===== src/hw/rtl/spp_pkg.sv =====
package spp_pkg;

	// Frame status codes reported with each result item.
	typedef enum logic [1:0] {
		STATUS_OK             = 2'd0,
		STATUS_BAD_LENGTH     = 2'd1,
		STATUS_BAD_WINDOW     = 2'd2,
		STATUS_BAD_FRAME_SIZE = 2'd3
	} status_t;

	// Setting identifiers that the block stores.
	localparam logic [15:0] ID_TABLE_SIZE  = 16'd1;
	localparam logic [15:0] ID_PUSH        = 16'd2;
	localparam logic [15:0] ID_STREAMS     = 16'd3;
	localparam logic [15:0] ID_WINDOW      = 16'd4;
	localparam logic [15:0] ID_FRAME_SIZE  = 16'd5;
	localparam logic [15:0] ID_HEADER_LIST = 16'd6;

	// Entry layout: 16-bit identifier and 32-bit value.
	localparam int unsigned ENTRY_BYTES = 6;
	localparam logic [2:0]  LAST_BYTE_POS = 3'(ENTRY_BYTES - 1);

	// Defaults after reset.
	localparam logic [31:0] RST_TABLE_SIZE      = 32'd4096;
	localparam logic [31:0] RST_PUSH            = 32'd1;
	localparam logic [31:0] RST_MAX_STREAMS     = 32'hffff_ffff;
	localparam logic [30:0] RST_INITIAL_WINDOW  = 31'd65535;
	localparam logic [23:0] RST_FRAME_SIZE      = 24'd16384;
	localparam logic [31:0] RST_MAX_HEADER_LIST = 32'hffff_ffff;

	// Lower end of the legal range of the maximum frame size.
	localparam logic [23:0] MIN_FRAME_SIZE = 24'd16384;

	// One payload byte after the input register.
	typedef struct packed {
		logic [7:0]  data_byte;
		logic [23:0] payload_length;
		logic        is_last;
		logic        length_bad;
	} item_t;

endpackage


===== src/hw/rtl/spp_ifs.sv =====
// Channel that carries one payload byte of a settings frame.
interface spp_byte_if;
	logic        valid;
	logic        ready;
	logic [7:0]  data_byte;
	logic [23:0] payload_length;
	logic        is_last;

	modport source (output valid, data_byte, payload_length, is_last, input ready);
	modport sink (input valid, data_byte, payload_length, is_last, output ready);
endinterface

// Channel that carries the status and settings after a frame.
interface spp_result_if;
	logic        valid;
	logic        ready;
	logic [1:0]  status;
	logic [31:0] hdr_table_size;
	logic [31:0] push_enabled;
	logic [31:0] stream_limit;
	logic [30:0] init_window;
	logic [23:0] frame_limit;
	logic [31:0] hdr_list_limit;

	modport source (
		output valid, status, hdr_table_size, push_enabled, stream_limit,
			init_window, frame_limit, hdr_list_limit,
		input ready
	);
	modport sink (
		input valid, status, hdr_table_size, push_enabled, stream_limit,
			init_window, frame_limit, hdr_list_limit,
		output ready
	);
endinterface


===== src/hw/rtl/settings_payload_parser_unit.sv =====
// Path: a last byte is held in the input register, then its result in the result
// register until the result is taken.
// Throughput: one payload byte per cycle; the input register drains even while a
// result waits, and only a last byte stalls behind an untaken result.
// Reset: arst_n clears the frame state and loads the default peer settings;
// no clearing pass follows, so bytes are accepted as soon as reset is released.
module settings_payload_parser_unit (
	input  logic         clk,
	input  logic         arst_n,
	spp_byte_if.sink     payload,
	spp_result_if.source report
);
	import spp_pkg::*;

	logic  item_valid;
	item_t item;
	logic  advance;

	// Input register with the length check.
	spp_in_stage u_in_stage (
		.clk        (clk),
		.arst_n     (arst_n),
		.payload    (payload),
		.advance    (advance),
		.item_valid (item_valid),
		.item       (item)
	);

	// Entry assembly, settings and result register.
	spp_core u_core (
		.clk        (clk),
		.arst_n     (arst_n),
		.item_valid (item_valid),
		.item       (item),
		.advance    (advance),
		.report     (report)
	);

endmodule


===== src/hw/rtl/spp_in_stage.sv =====
module spp_in_stage (
	input  logic         clk,
	input  logic         arst_n,
	spp_byte_if.sink     payload,
	input  logic         advance,
	output logic         item_valid,
	output spp_pkg::item_t item
);
	import spp_pkg::*;

	logic       valid_s1;
	item_t      item_s1;
	logic       load;
	logic [9:0] byte_sum;
	logic [3:0] pair_sum;
	logic [2:0] mod_sum;
	logic       length_bad;

	// A new item may enter when the register is empty or drains this cycle.
	assign payload.ready = !valid_s1 || advance;
	assign load = payload.valid && payload.ready;

	// Length modulo six: odd, or not a multiple of three. Since 256 and 4 are
	// both one modulo three, the digit sums keep the residue.
	always_comb begin
		byte_sum = {2'b00, payload.payload_length[23:16]}
			+ {2'b00, payload.payload_length[15:8]}
			+ {2'b00, payload.payload_length[7:0]};
		pair_sum = {2'b00, byte_sum[9:8]} + {2'b00, byte_sum[7:6]}
			+ {2'b00, byte_sum[5:4]} + {2'b00, byte_sum[3:2]}
			+ {2'b00, byte_sum[1:0]};
		mod_sum = {1'b0, pair_sum[3:2]} + {1'b0, pair_sum[1:0]};
		length_bad = payload.payload_length[0]
			|| !((mod_sum == 3'd0) || (mod_sum == 3'd3) || (mod_sum == 3'd6));
	end

	// Occupancy of the input register.
	always_ff @(posedge clk or negedge arst_n) begin
		if (!arst_n) begin
			valid_s1 <= 1'b0;
		end else if (load) begin
			valid_s1 <= 1'b1;
		end else if (advance) begin
			valid_s1 <= 1'b0;
		end
	end

	// Item payload, captured on acceptance.
	always_ff @(posedge clk) begin
		if (load) begin
			item_s1.data_byte      <= payload.data_byte;
			item_s1.payload_length <= payload.payload_length;
			item_s1.is_last        <= payload.is_last;
			item_s1.length_bad     <= length_bad;
		end
	end

	assign item_valid = valid_s1;
	assign item       = item_s1;

endmodule


===== src/hw/rtl/spp_core.sv =====
module spp_core (
	input  logic           clk,
	input  logic           arst_n,
	input  logic           item_valid,
	input  spp_pkg::item_t item,
	output logic           advance,
	spp_result_if.source   report
);
	import spp_pkg::*;

	// Frame assembly state.
	logic        frame_active_q;
	logic [2:0]  entry_count_q;
	logic [39:0] entry_shift_q;
	status_t     frame_status_q;

	// Peer settings.
	logic [31:0] peer_table_size_q;
	logic [31:0] peer_push_q;
	logic [31:0] peer_streams_q;
	logic [30:0] peer_window_q;
	logic [23:0] peer_frame_size_q;
	logic [31:0] peer_header_list_q;

	// Result register.
	logic        res_valid_q;
	status_t     res_status_q;
	logic [31:0] res_table_size_q;
	logic [31:0] res_push_q;
	logic [31:0] res_streams_q;
	logic [30:0] res_window_q;
	logic [23:0] res_frame_size_q;
	logic [31:0] res_header_list_q;

	// Next-state values.
	logic [2:0]  count_d;
	logic [39:0] shift_d;
	status_t     status_d;
	logic [31:0] table_size_d;
	logic [31:0] push_d;
	logic [31:0] streams_d;
	logic [30:0] window_d;
	logic [23:0] frame_size_d;
	logic [31:0] header_list_d;
	logic        emit;

	// The item moves on unless it carries a result that cannot be stored yet.
	assign advance = item_valid && (!item.is_last || !res_valid_q || report.ready);
	assign emit    = advance && item.is_last;

	// Byte assembly and entry decode for the item in the input register.
	always_comb begin
		logic [15:0] id;
		logic [31:0] value;

		count_d       = frame_active_q ? entry_count_q : 3'd0;
		shift_d       = frame_active_q ? entry_shift_q : 40'd0;
		status_d      = frame_active_q ? frame_status_q
			: (item.length_bad ? STATUS_BAD_LENGTH : STATUS_OK);
		table_size_d  = peer_table_size_q;
		push_d        = peer_push_q;
		streams_d     = peer_streams_q;
		window_d      = peer_window_q;
		frame_size_d  = peer_frame_size_q;
		header_list_d = peer_header_list_q;
		id            = shift_d[39:24];
		value         = {shift_d[23:0], item.data_byte};

		if ((status_d == STATUS_OK) && (item.payload_length != 24'd0)) begin
			if (count_d >= LAST_BYTE_POS) begin
				count_d = 3'd0;
				shift_d = 40'd0;
				case (id)
					ID_TABLE_SIZE: table_size_d = value;
					ID_PUSH: push_d = value;
					ID_STREAMS: streams_d = value;
					ID_WINDOW: begin
						if (value[31]) begin
							status_d = STATUS_BAD_WINDOW;
						end else begin
							window_d = value[30:0];
						end
					end
					ID_FRAME_SIZE: begin
						if ((value[31:24] != 8'd0) || (value[23:0] < MIN_FRAME_SIZE)) begin
							status_d = STATUS_BAD_FRAME_SIZE;
						end else begin
							frame_size_d = value[23:0];
						end
					end
					ID_HEADER_LIST: header_list_d = value;
					default: ;
				endcase
			end else begin
				shift_d = {shift_d[31:0], item.data_byte};
				count_d = count_d + 3'd1;
			end
		end
	end

	// Frame and peer state; a last item closes the frame.
	always_ff @(posedge clk or negedge arst_n) begin
		if (!arst_n) begin
			frame_active_q     <= 1'b0;
			entry_count_q      <= 3'd0;
			entry_shift_q      <= 40'd0;
			frame_status_q     <= STATUS_OK;
			peer_table_size_q  <= RST_TABLE_SIZE;
			peer_push_q        <= RST_PUSH;
			peer_streams_q     <= RST_MAX_STREAMS;
			peer_window_q      <= RST_INITIAL_WINDOW;
			peer_frame_size_q  <= RST_FRAME_SIZE;
			peer_header_list_q <= RST_MAX_HEADER_LIST;
		end else if (advance) begin
			peer_table_size_q  <= table_size_d;
			peer_push_q        <= push_d;
			peer_streams_q     <= streams_d;
			peer_window_q      <= window_d;
			peer_frame_size_q  <= frame_size_d;
			peer_header_list_q <= header_list_d;
			if (item.is_last) begin
				frame_active_q <= 1'b0;
				entry_count_q  <= 3'd0;
				entry_shift_q  <= 40'd0;
				frame_status_q <= STATUS_OK;
			end else begin
				frame_active_q <= 1'b1;
				entry_count_q  <= count_d;
				entry_shift_q  <= shift_d;
				frame_status_q <= status_d;
			end
		end
	end

	// Result valid flag.
	always_ff @(posedge clk or negedge arst_n) begin
		if (!arst_n) begin
			res_valid_q <= 1'b0;
		end else if (emit) begin
			res_valid_q <= 1'b1;
		end else if (report.ready) begin
			res_valid_q <= 1'b0;
		end
	end

	// Result payload, loaded with the settings as left by the last item.
	always_ff @(posedge clk) begin
		if (emit) begin
			res_status_q      <= status_d;
			res_table_size_q  <= table_size_d;
			res_push_q        <= push_d;
			res_streams_q     <= streams_d;
			res_window_q      <= window_d;
			res_frame_size_q  <= frame_size_d;
			res_header_list_q <= header_list_d;
		end
	end

	assign report.valid          = res_valid_q;
	assign report.status         = res_status_q;
	assign report.hdr_table_size = res_table_size_q;
	assign report.push_enabled   = res_push_q;
	assign report.stream_limit   = res_streams_q;
	assign report.init_window    = res_window_q;
	assign report.frame_limit    = res_frame_size_q;
	assign report.hdr_list_limit = res_header_list_q;

	// A last item always leaves a result behind it.
	a_emit_sets_valid: assert property (@(posedge clk) disable iff (!arst_n)
		emit |=> res_valid_q)
		else $error("result not registered after last item");

	// Any other item keeps the frame open.
	a_mid_item_opens_frame: assert property (@(posedge clk) disable iff (!arst_n)
		advance && !item.is_last |=> frame_active_q)
		else $error("frame not open after a middle item");

	// Between frames no status or partial entry lingers.
	a_idle_frame_clean: assert property (@(posedge clk) disable iff (!arst_n)
		!frame_active_q |-> (frame_status_q == STATUS_OK) && (entry_count_q == 3'd0))
		else $error("stale frame state between frames");

	// A pending result is never overwritten by a new last item.
	a_no_result_overrun: assert property (@(posedge clk) disable iff (!arst_n)
		res_valid_q && !report.ready |-> !emit)
		else $error("pending result overwritten");

	// The stored frame size stays within its legal range.
	a_frame_size_range: assert property (@(posedge clk) disable iff (!arst_n)
		peer_frame_size_q >= MIN_FRAME_SIZE)
		else $error("stored frame size below minimum");

endmodule


===== src/flat_wrapper.sv =====
// flat-port wrapper written by rule: the top's interface ports become plain ports
module settings_payload_parser_unit_flat import spp_pkg::*;
  (clk, arst_n, payload_valid, payload_data_byte, payload_payload_length, payload_is_last, payload_ready, report_valid, report_status, report_hdr_table_size, report_push_enabled, report_stream_limit, report_init_window, report_frame_limit, report_hdr_list_limit, report_ready);
  spp_byte_if payload_i ();
  spp_result_if report_i ();
  input  logic clk;
  input  logic arst_n;
  input wire logic [$bits(payload_i.valid)-1:0] payload_valid;
  input wire logic [$bits(payload_i.data_byte)-1:0] payload_data_byte;
  input wire logic [$bits(payload_i.payload_length)-1:0] payload_payload_length;
  input wire logic [$bits(payload_i.is_last)-1:0] payload_is_last;
  output wire logic [$bits(payload_i.ready)-1:0] payload_ready;
  output wire logic [$bits(report_i.valid)-1:0] report_valid;
  output wire logic [$bits(report_i.status)-1:0] report_status;
  output wire logic [$bits(report_i.hdr_table_size)-1:0] report_hdr_table_size;
  output wire logic [$bits(report_i.push_enabled)-1:0] report_push_enabled;
  output wire logic [$bits(report_i.stream_limit)-1:0] report_stream_limit;
  output wire logic [$bits(report_i.init_window)-1:0] report_init_window;
  output wire logic [$bits(report_i.frame_limit)-1:0] report_frame_limit;
  output wire logic [$bits(report_i.hdr_list_limit)-1:0] report_hdr_list_limit;
  input wire logic [$bits(report_i.ready)-1:0] report_ready;
  assign payload_i.valid = payload_valid;
  assign payload_i.data_byte = payload_data_byte;
  assign payload_i.payload_length = payload_payload_length;
  assign payload_i.is_last = payload_is_last;
  assign payload_ready = payload_i.ready;
  assign report_valid = report_i.valid;
  assign report_status = report_i.status;
  assign report_hdr_table_size = report_i.hdr_table_size;
  assign report_push_enabled = report_i.push_enabled;
  assign report_stream_limit = report_i.stream_limit;
  assign report_init_window = report_i.init_window;
  assign report_frame_limit = report_i.frame_limit;
  assign report_hdr_list_limit = report_i.hdr_list_limit;
  assign report_i.ready = report_ready;
  settings_payload_parser_unit u_core (.clk(clk), .arst_n(arst_n), .payload(payload_i), .report(report_i));
endmodule

===== config.mk =====
export PLATFORM = sky130hd
export DESIGN_NAME = settings_payload_parser_unit_flat
export DESIGN_NICKNAME = d
export VERILOG_FILES = /design/src/hw/rtl/spp_pkg.sv /design/src/hw/rtl/spp_ifs.sv /design/src/hw/rtl/settings_payload_parser_unit.sv /design/src/hw/rtl/spp_in_stage.sv /design/src/hw/rtl/spp_core.sv /design/src/flat_wrapper.sv
export SDC_FILE = /design/constraint.sdc
export NUM_CORES = 1
export LEC_CHECK = 0
export BUFFER_PORTS_ARGS = -buffer_cell sky130_fd_sc_hd__buf_2
export CORE_MARGIN = 2
export CORE_UTILIZATION = 45
export CTS_CLUSTER_DIAMETER = 200
export DETAILED_ROUTE_END_ITERATION = 6
export GPL_TIMING_DRIVEN = 0
export HOLD_SLACK_MARGIN = 0.03
export PLACE_DENSITY = 0.67
export SLEW_MARGIN = 40
export SYNTH_ARGS = -nofsm -noshare
export SYNTH_HDL_FRONTEND = slang
export SYNTH_SLANG_ARGS = --single-unit
export TNS_END_PERCENT = 100

===== constraint.sdc =====
create_clock -name clk -period 6.95 [get_ports clk]
set_input_delay 1.0425 -clock clk [delete_from_list [all_inputs] [get_ports clk]]
set_output_delay 1.0425 -clock clk [all_outputs]
set_load 0.05 [all_outputs]

Yosys cells after proc, flatten, opt, wreduce, memory -nomap -nowiden
Index checks and enable logic that the tools add are counted.
{"block": "classes", "addsub": 8, "magnitude_cmp": 2, "n_eq_ne": 8, "muxes": 41, "n_reduce_logical": 21}
{"operator": "$mux 32", "count": 12}
{"operator": "$mux 40", "count": 4}
{"operator": "$mux 31", "count": 4}
{"operator": "$mux 24", "count": 4}
{"operator": "$eq 16x3->1 const B", "count": 3}
{"operator": "$eq 16x2->1 const B", "count": 2}
{"operator": "$lt 24x15->1 const B", "count": 1}
{"operator": "$reduce_bool 24->1", "count": 1}
{"operator": "$eq 16x1->1 const B", "count": 1}
{"operator": "$mux 2", "count": 6}
{"operator": "$mux 3", "count": 4}
{"operator": "$add 9x8->10", "count": 1}
{"operator": "$add 8x8->9", "count": 1}
{"operator": "$add 4x2->4", "count": 2}
{"operator": "$reduce_bool 8->1", "count": 1}
{"operator": "$logic_or 1x1->1", "count": 7}
{"operator": "$add 2x2->3", "count": 2}
{"operator": "$mux 1", "count": 6}
{"operator": "$add 3x2->4", "count": 1}
{"operator": "$logic_and 1x1->1", "count": 4}
{"operator": "$logic_not 1->1", "count": 4}
{"operator": "$pmux 2 s2", "count": 1}
{"operator": "$reduce_bool 2->1", "count": 2}
{"operator": "$add 3x1->3 const B", "count": 1}
{"operator": "5 further kinds", "count": 5}
{"block": "totals", "ff_bits": 450, "inputBits": 37, "output_inout_bits": 187}

Depth between registers and ports, before layout
Gate-level depths: netlist of the first run.
{"block": "logic_depth", "ltp_word": 12, "mapped_depth": 22, "mapped_depth_nobuf": 22}

Hierarchy
From an unflattened synthesis of the first run, not the netlist that was laid out.
{"block": "hier_totals", "hier_cells": 1285, "hier_area_um2": 18793.0}
{"mod": "spp_core", "instances": 1, "cells_each": 1162, "area_each_um2": 16948.8, "seq_area_each_um2": 11414.7}
{"mod": "spp_in_stage", "instances": 1, "cells_each": 123, "area_each_um2": 1844.3, "seq_area_each_um2": 1046.0}

Worst setup path after synthesis of the first run
No wires, ideal clock.
{"block": "synth_path", "path_kind": "input port to flip-flop", "start": "input port payload_payload_length[1]", "end": "register u_core.u_in_stage.item_s1, in the netlist u_core.u_in_stage.item[0], data pin", "setup_ns": 0.262, "arrival_time_ns": 5.453, "t_required_ns": 6.688, "setup_slack_ns": 1.234, "path_stages": 21, "n_path_buf": 0, "cell_sequence": "inv_1 > fa_1 > inv_1 > ha_1 > inv_1 > fa_1 > nor2b_1 > o21ai_0 > a21oi_1 > nand2b_1 > fa_1 > fa_1 > inv_1 > fa_1 > xor2_1 > ha_1 > inv_1 > fa_1 > xor2_1 > a21oi_1 > or2_2"}
{"block": "synth_between", "elab_chain_cells": 11, "elab_cells_between_ends": 13, "cone_classes": "6 x add/sub; 2 x eq/ne; 5 x reduce/logical"}
{"element": "from (decl)", "line": "flat_wrapper.sv:10", "rtl": "input wire logic [$bits(payload_i.payload_length)-1:0] payload_payload_length;"}
{"element": "$add 9x8->10 *", "line": "spp_in_stage.sv:28", "rtl": "+ {2'b00, payload.payload_length[7:0]};"}
{"element": "$add 2x2->3", "line": "spp_in_stage.sv:29", "rtl": "pair_sum = {2'b00, byte_sum[9:8]} + {2'b00, byte_sum[7:6]}"}
{"element": "$add 3x2->4", "line": "spp_in_stage.sv:30", "rtl": "+ {2'b00, byte_sum[5:4]} + {2'b00, byte_sum[3:2]}"}
{"element": "$add 4x2->4", "line": "spp_in_stage.sv:30"}
{"element": "$add 4x2->4 *", "line": "spp_in_stage.sv:31", "rtl": "+ {2'b00, byte_sum[1:0]};"}
{"element": "$add 2x2->3 *", "line": "spp_in_stage.sv:32", "rtl": "mod_sum = {1'b0, pair_sum[3:2]} + {1'b0, pair_sum[1:0]};"}
{"element": "$eq 3x2->1 / $logic_not 3->1 (equally long branches)", "line": "spp_in_stage.sv:34", "rtl": "|| !((mod_sum == 3'd0) || (mod_sum == 3'd3) || (mod_sum == 3'd6));"}
{"element": "$logic_or 1x1->1", "line": "spp_in_stage.sv:34"}
{"element": "$logic_or 1x1->1 *", "line": "spp_in_stage.sv:34"}
{"element": "$logic_not 1->1 *", "line": "spp_in_stage.sv:34"}
{"element": "$logic_or 1x1->1 *", "line": "spp_in_stage.sv:34"}
{"element": "named net u_core.u_in_stage.length_bad", "line": "spp_in_stage.sv:17", "rtl": "logic length_bad;"}
{"element": "to (decl)", "line": "spp_in_stage.sv:12", "rtl": "item_t item_s1;"}
Mark *: on every way through the listed nets, which the timed path passes. The rest lies on a longest branch.
A chain may end at the register's enable or synchronous reset.

Worst setup path in the final report of the first run
Same ends and word-level chain as after synthesis.

==> impl_results.md, run 1 <==
* Leak Pwr at 9.67 nW
* FF+latch count, synth at 450
* Peak fanout along the critical path at 3
* Synth Cell Area at 18900 µm²
* Switching power at 1.72 mW
* Total design power at 6.39 mW
* Crit-path cells: buf_2, inv_1, fa_1, inv_1, ha_1, inv_1, fa_1, nor2b_1, o21ai_0, a21oi_1, o31ai_1, a21o_1, fa_1, fa_1, inv_1, fa_1, xor2_1, ha_1, inv_1, fa_1, xor2_1, a21oi_1, or2_2
* IO buf count at 223
* Netlist cell types at 64
* Worst Max-Slew Pin Slew at 812 ps
* Clock root cell: clkbuf_16
* H-tree depth at 2
* Final number of hold-violating endpoints at 0
* Synth Area per Inst at 14.6 µm²
* Area growth syn-to-layout at 18.6%
* Detailed Routing Iterations Pass 1 at 7
* Number of global-route vias before repair at 11600
* Antenna Nets Post-Route at 0
* Max stage delay on crit path at 570 ps
* Worst path slowest cell: fa_1
* Initial antenna violation count at 2
* Core Region at 41800 µm²
* Drt drc at 15
* Clk_skew at 33.8 ps
* Fin crit period at 5570 ps
* Cts repair resizes at 0
* Fmax at 180 MHz
* Crit start category: input port
* Required time worst endpoint at 7280 ps
* Power per cell area at 285 nW/µm²
* Slew margin rel. at 45.9%
* Most used cell, CP: fa_1
* Max-slew violations at 0
* Largest net degree at the start of global routing at 82
* Violated checks: DRC
* CTS tree: done
* Clock sink total at 450
* Num rows at 75
* Critical path arrival at 5900 ps
* Instance count of the mapped netlist at 1294
* Worst Path Buf+Inv at 6
* Status: complete, but fails checks
* Hold-fix buffers at CTS at 0
* Postcts setup bufs at 0
* IO Pins at 224
* Unrepaired setup endpoints after global routing: false
* Most frequent cells in the layout: 241 x mux2_2, 229 x buf_2, 219 x edfxtp_1
* Final Cycle Share at 80.1%
* Worst Setup End Kind: register
* Nets at 1639
* EDFF count, synth at 219
* Vias per cell at 5.32
* YS warnings at 0
* WL/cell at 20.3 µm
* Most common cell after layout, fill and taps aside: mux2_2
* Sequential share of the synthesized area at 65.8%
* Hpwl dp at 30700 µm
* Remaining Overflow, GRT at 0
* Async S/R FF share, synth at 51.3%
* Worst-case vdd ir drop at 0.231 mV
* Clock power frac at 38.5%
* Crit path kind: input port to register
* Worst-skew pair later-pin latency at 590 ps
* CTS buffer count at 48
* Final setup violation count at 0
* Reg2reg start: u_core.u_core.frame_active_q
* Clk buf depth at 3
* Hold WC Path Type: input port to async pin
* Gr usage total at 20.3%
* Share of cells above drive strength 1 at 41.7%
* Fillers at 3457
* Initial Util at 45.3%
* RD Place Congestion at 0.864
* First-pass GRT wire length at 68200 µm
* Sw Share at 26.9%
* Post-Route WL at 43800 µm
* Number of max-cap violations at 0
* Sequential power share at 46.0%
* Die H at 209 µm
* Comb pwr share at 15.5%
* Antenna cells at 0
* Via count at 11400
* Clock Pin Slew Worst Setup and Hold Paths at 60 ps
* Synth Flop Type: edfxtp_1
* Die area at 43700 µm²
* Cell family with most CP delay: adder cells
* Iteration-0 DRC Markers at 698
* CP startpoint: payload_payload_length[1]
* Die W at 209 µm
* Fin Hold WS at 401 ps
* Syn_nets at 1359
* Pint at 4.67 mW
==> cells in the mapped netlist, drive strengths merged, types with 3 or more instances <==
library cell  count  area share [%]
dfstp            83              12
and2             27            0.90
o21ai           103             2.7
nand4             6            0.23
mux2            272              17
clkbuf           68             1.3
nor3              8            0.30
dfrtp           148              20
xor2              5            0.23
buf              28            0.87
and4              3            0.15
nand2b            4            0.13
nor2b             3           0.099
nand4b            3            0.14
edfxtp          219              35
a21oi             8            0.21
nor4             13            0.50
a21o              3            0.12
inv              31            0.61
fa               16             1.7
o211ai            4            0.16
a22o             42             2.0
ha               12            0.79
nor2             16            0.32
nand2           135             2.7
nand3             4            0.11
==> logic make-up (layout without fill, tap and decap cells) <==
group,count (synthesis),after routing,share of synthesized area [%]
XOR/XNOR,6,6,0.278
flip-flops,450,450,65.8
AND/OR/NAND/NOR,233,233,5.98
multiplexers,273,273,16.6
adder cells (fa/ha/maj),28,28,2.49
AO/OA/AOI/OAI,177,177,5.96
buffers and inverters,127,447,2.83
==> flip-flops by register name, indices dropped and copies added, names as in the netlist <==
name	count
u_core.u_core.entry_count_q	3
u_core.u_core.entry_shift_q	40
u_core.u_core.frame_active_q	1
u_core.u_core.frame_status_q	2
u_core.u_core.peer_frame_size_q	24
u_core.u_core.peer_header_list_q	32
u_core.u_core.peer_push_q	32
u_core.u_core.peer_streams_q	32
u_core.u_core.peer_table_size_q	32
u_core.u_core.peer_window_q	31
u_core.u_core.report.frame_limit	24
u_core.u_core.report.hdr_list_limit	32
u_core.u_core.report.hdr_table_size	32
u_core.u_core.report.init_window	31
u_core.u_core.report.push_enabled	32
u_core.u_core.report.status	2
u_core.u_core.report.stream_limit	32
u_core.u_core.report.valid	1
u_core.u_in_stage.item	34
u_core.u_in_stage.item_valid	1
==> worst reg2reg max path, cell delays in order (launching register included) <==
cell and delay [ps]:
dfrtp_1 460, buf_2 260, clkbuf_1 410, clkbuf_1 350
clkbuf_1 460, nand2_1 130, inv_1 110, ha_1 200
o211ai_1 110, nor3b_1 310, or3b_1 420, nor3_2 560
buf_2 400, mux2_2 380
==> stage by stage <==
stage / instance area, µm² / setup WS [ps] / std cells / setup TNS (ps) / utilization (%)
finish: 22400 / 1380 / 2153 / 0 / 53.8
global route: 22400 / 1090 / 2153 / 0 / 53.8
CTS: 22400 / 1380 / 2153 / 0 / 53.8
detailed placement: 20900 / 728 / 2063 / 0 / 50.1
global placement: 20700 / -703 / 2056 / -127760 / 49.6
floorplan: 18900 / 1230 / 1294 / 0 / -
==> power by group through the flow <==
stage | Clock, mW | Combinational, mW | Sequential (mW)
after global routing | 2.64 | 1.10 | 2.95
final | 2.46 | 0.991 | 2.94
after detailed placement | 0 | 0.999 | 2.99
after floorplan | 0 | 0.572 | 3.14
after CTS | 2.52 | 1.00 | 2.94
after global placement | 0 | 0.954 | 3.00
==> final timing paths <==
| path | endpoint | slack (ps) | cells after the start |
|---|---|---|---|
| setup reg to reg | u_core.u_core.report.frame_limit[15] | 2110 | 13 |
| min in group clk | u_core.u_core.peer_window_q[9] | 480 | 2 |
| setup / recovery | u_core.u_in_stage.item[0] | 1380 | 23 |
| hold reg to reg | u_core.u_core.peer_window_q[9] | 480 | 2 |
| max in group asynchronous | u_core.u_core.peer_streams_q[15] | 5440 | 3 |
| hold / removal | u_core.u_core.peer_table_size_q[4] | 400 | 1 |
==> per-layer routing <==
layer / GRT usage (%) / routed length [µm] / vias to the layer above
met2: 33.0 / 21400 / 288
li1: - / - / 5252
met5: 0 / 30 / -
met1: 27.1 / 18900 / 5825
met3: 3.95 / 2130 / 77
met4: 7.49 / 1280 / 4
==> final cells by class <==
cell class              instances  area, µm²  area share [%]
plain buffers                  96        419            1.87
clock buffers                  73       1400            6.23
clock inverters                17        130           0.580
inverters                      31        124           0.552
multi-input cells             717       5940            26.5
flip-flops and latches        450      12500            55.5
well taps                     539        674            3.00
repair buffers                230       1300            5.77
Power figures use the tool's default switching activity.
==> run 2: changes to the inputs <==
Clock period 6.95 ns to 5.25 ns, I/O delays scaled along.
==> run 2 against run 1 <==
The flow now finishes without violations. First-iteration DRC count is 0.14% higher. Sequential power grew 32%. Global-route usage decreased by 0.13 points. Largest cell class unchanged. Largest power group unchanged. Wire length down 0.68%. Core utilization rose by 0.15 points. Sequential share of layout area is 0.15 points lower. Via count decreased by 1.5%. Count of clock-buffer cells in the layout is 6 lower.
==> impl_results.md, run 2 (same netlist as run 1, synthesis figures left out) <==
* Hold-fix buffers at CTS at 0
* Worst-case vdd ir drop at 0.289 mV
* Area growth syn-to-layout at 18.9%
* Nets at 1644
* Die W at 209 µm
* Fin crit period at 5030 ps
* Required time worst endpoint at 5560 ps
* Peak fanout along the critical path at 3
* CTS tree: done
* Most frequent cells in the layout: 241 x mux2_2, 229 x buf_2, 219 x edfxtp_1
* Die area at 43700 µm²
* Final non-filler cell total at 2154
* Final Cycle Share at 95.9%
* Final number of hold-violating endpoints at 0
* Setup tns final at 0 ps
* Clock root cell: clkbuf_16
* Clock power frac at 37.4%
* Worst Setup End Kind: register
* Placed cells at 2069
* Vias per cell at 5.23
* Hpwl dp at 31200 µm
* First-pass GRT wire length at 67400 µm
* Number of global-route vias before repair at 11500
* Critical path arrival at 5340 ps
* Max-slew violations at 0
* Setup WS pre-CTS at -611 ps
* Number of max-cap violations at 0
* Status: finished, final reports clean
* Largest net degree at the start of global routing at 70
* Total design power at 8.32 mW
* Fin Hold WS at 138 ps
* Leak Pwr at 9.69 nW
* IO Pins at 224
* Clk buf depth at 3
* Comb pwr share at 15.8%
* Crit Reg-Reg Endpoint: u_core.u_core.report.frame_limit[16]
* Antenna cells at 0
* Num rows at 75
* Crit path kind: input port to register
* H-tree depth at 2
* Largest Register: u_core.u_core.entry_shift_q
* Fmax at 199 MHz
* Pint at 6.09 mW
* Most common cell after layout, fill and taps aside: mux2_2
* Clock sink total at 450
* Fillers at 3514
* Largest register FFs at 40
* Via count at 11300
* Core Region at 41800 µm²
* Reg2reg start: u_core.u_core.frame_active_q
* RD Place Congestion at 0.839
* Remaining Overflow, GRT at 0
* Final setup violation count at 0
* Sequential power share at 46.8%
* IO buf count at 223
* Cts repair resizes at 0
* Share of cells above drive strength 1 at 41.8%
* CTS buffer count at 47
* Sw Share at 26.7%
* Die H at 209 µm
* FF-to-FF path depth at 13
* Clk_skew at 19.9 ps
* Power per cell area at 369 nW/µm²
* Fin worst setup slack at 215 ps
* Worst Max-Slew Pin Slew at 772 ps
* WL/cell at 20.2 µm
* Hold WC Path Type: input port to async pin
* Antenna Nets Post-Route at 0
* Postcts setup bufs at 0
* R2r setup slk at 390 ps
* Clock Pin Slew Worst Setup and Hold Paths at 60 ps
* Drt drc at 0
* Crit start category: input port
* Initial antenna violation count at 1
* Gr usage total at 20.1%
* Detailed Routing Iterations Pass 1 at 6
* Initial Util at 45.3%
* Post-Route WL at 43500 µm
* Worst-skew pair later-pin latency at 570 ps
* Iteration-0 DRC Markers at 699
* Slew margin rel. at 48.5%
* Switching power at 2.22 mW
run 2: cell types whose count changed in the layout (fill, tap and decap cells not counted), sizes merged:
cell      delta
buf          +6
clkbuf       -6
clkinv       +2
clkinvlp     -1
run 2: cell type report:
cell class | instances | area, µm² | share of cell area (%)
buffer | 96 | 419 | 1.86
inverter | 31 | 120 | 0.534
multi-input combinational | 717 | 5950 | 26.4
clock inverter | 18 | 119 | 0.528
timing repair buffer | 236 | 1450 | 6.46
tap | 539 | 674 | 3.00
clock buffer | 67 | 1310 | 5.83
sequential | 450 | 12500 | 55.4
run 2: worst max path at each step:
stage,startpoint,end,slack (ps),cells past startpoint
2_1_floorplan,payload_payload_length[1],u_core.u_in_stage.item[0],-190,21
3_3_place_gp,report_ready,u_core.u_core.report.hdr_list_limit[4],-840,6
3_5_place_dp,payload_payload_length[1],u_core.u_in_stage.item[0],-610,22
5_1_grt,payload_payload_length[1],u_core.u_in_stage.item[0],-8,22
4_1_cts,payload_payload_length[1],u_core.u_in_stage.item[0],20,22
6_report,payload_payload_length[1],u_core.u_in_stage.item[0],220,22
run 2: layer usage:
layer | routed length, µm | global-route usage [%] | vias up
met3 | 2230 | 4.12 | 60
li1 | - | - | 5250
met1 | 18700 | 26.8 | 5684
met5 | 0 | 0 | -
met2 | 21500 | 33.6 | 277
met4 | 1030 | 5.69 | 0
run 2: power by group through the flow:
stage | sequential (mW) | clock (mW) | combinational, mW
after floorplan | 4.16 | 0 | 0.758
after global placement | 3.97 | 0 | 1.26
after detailed placement | 3.96 | 0 | 1.33
after CTS | 3.89 | 3.19 | 1.33
after global routing | 3.90 | 3.33 | 1.48
final | 3.89 | 3.11 | 1.31
run 2: worst max-delay path: stages:
cell and delay [ps]:
buf_2 90, inv_1 50, fa_1 460, inv_1 60, ha_1 150, inv_1 60, fa_2 390, nor2b_1 130
o21ai_1 110, a21oi_2 190, nand2b_1 150, fa_1 410, fa_1 490, inv_1 60, fa_1 380, xor2_1 170
ha_1 160, inv_1 50, fa_1 510, xor2_1 150, a21oi_1 80, or2_2 260
run 2: stage by stage:
stage | cell area [µm²] | util, %
after global placement | 20700 | 49.6
after global routing | 22500 | 53.9
after CTS | 22500 | 53.9
after detailed placement | 21100 | 50.5
after floorplan | 18900 | -
final | 22500 | 53.9
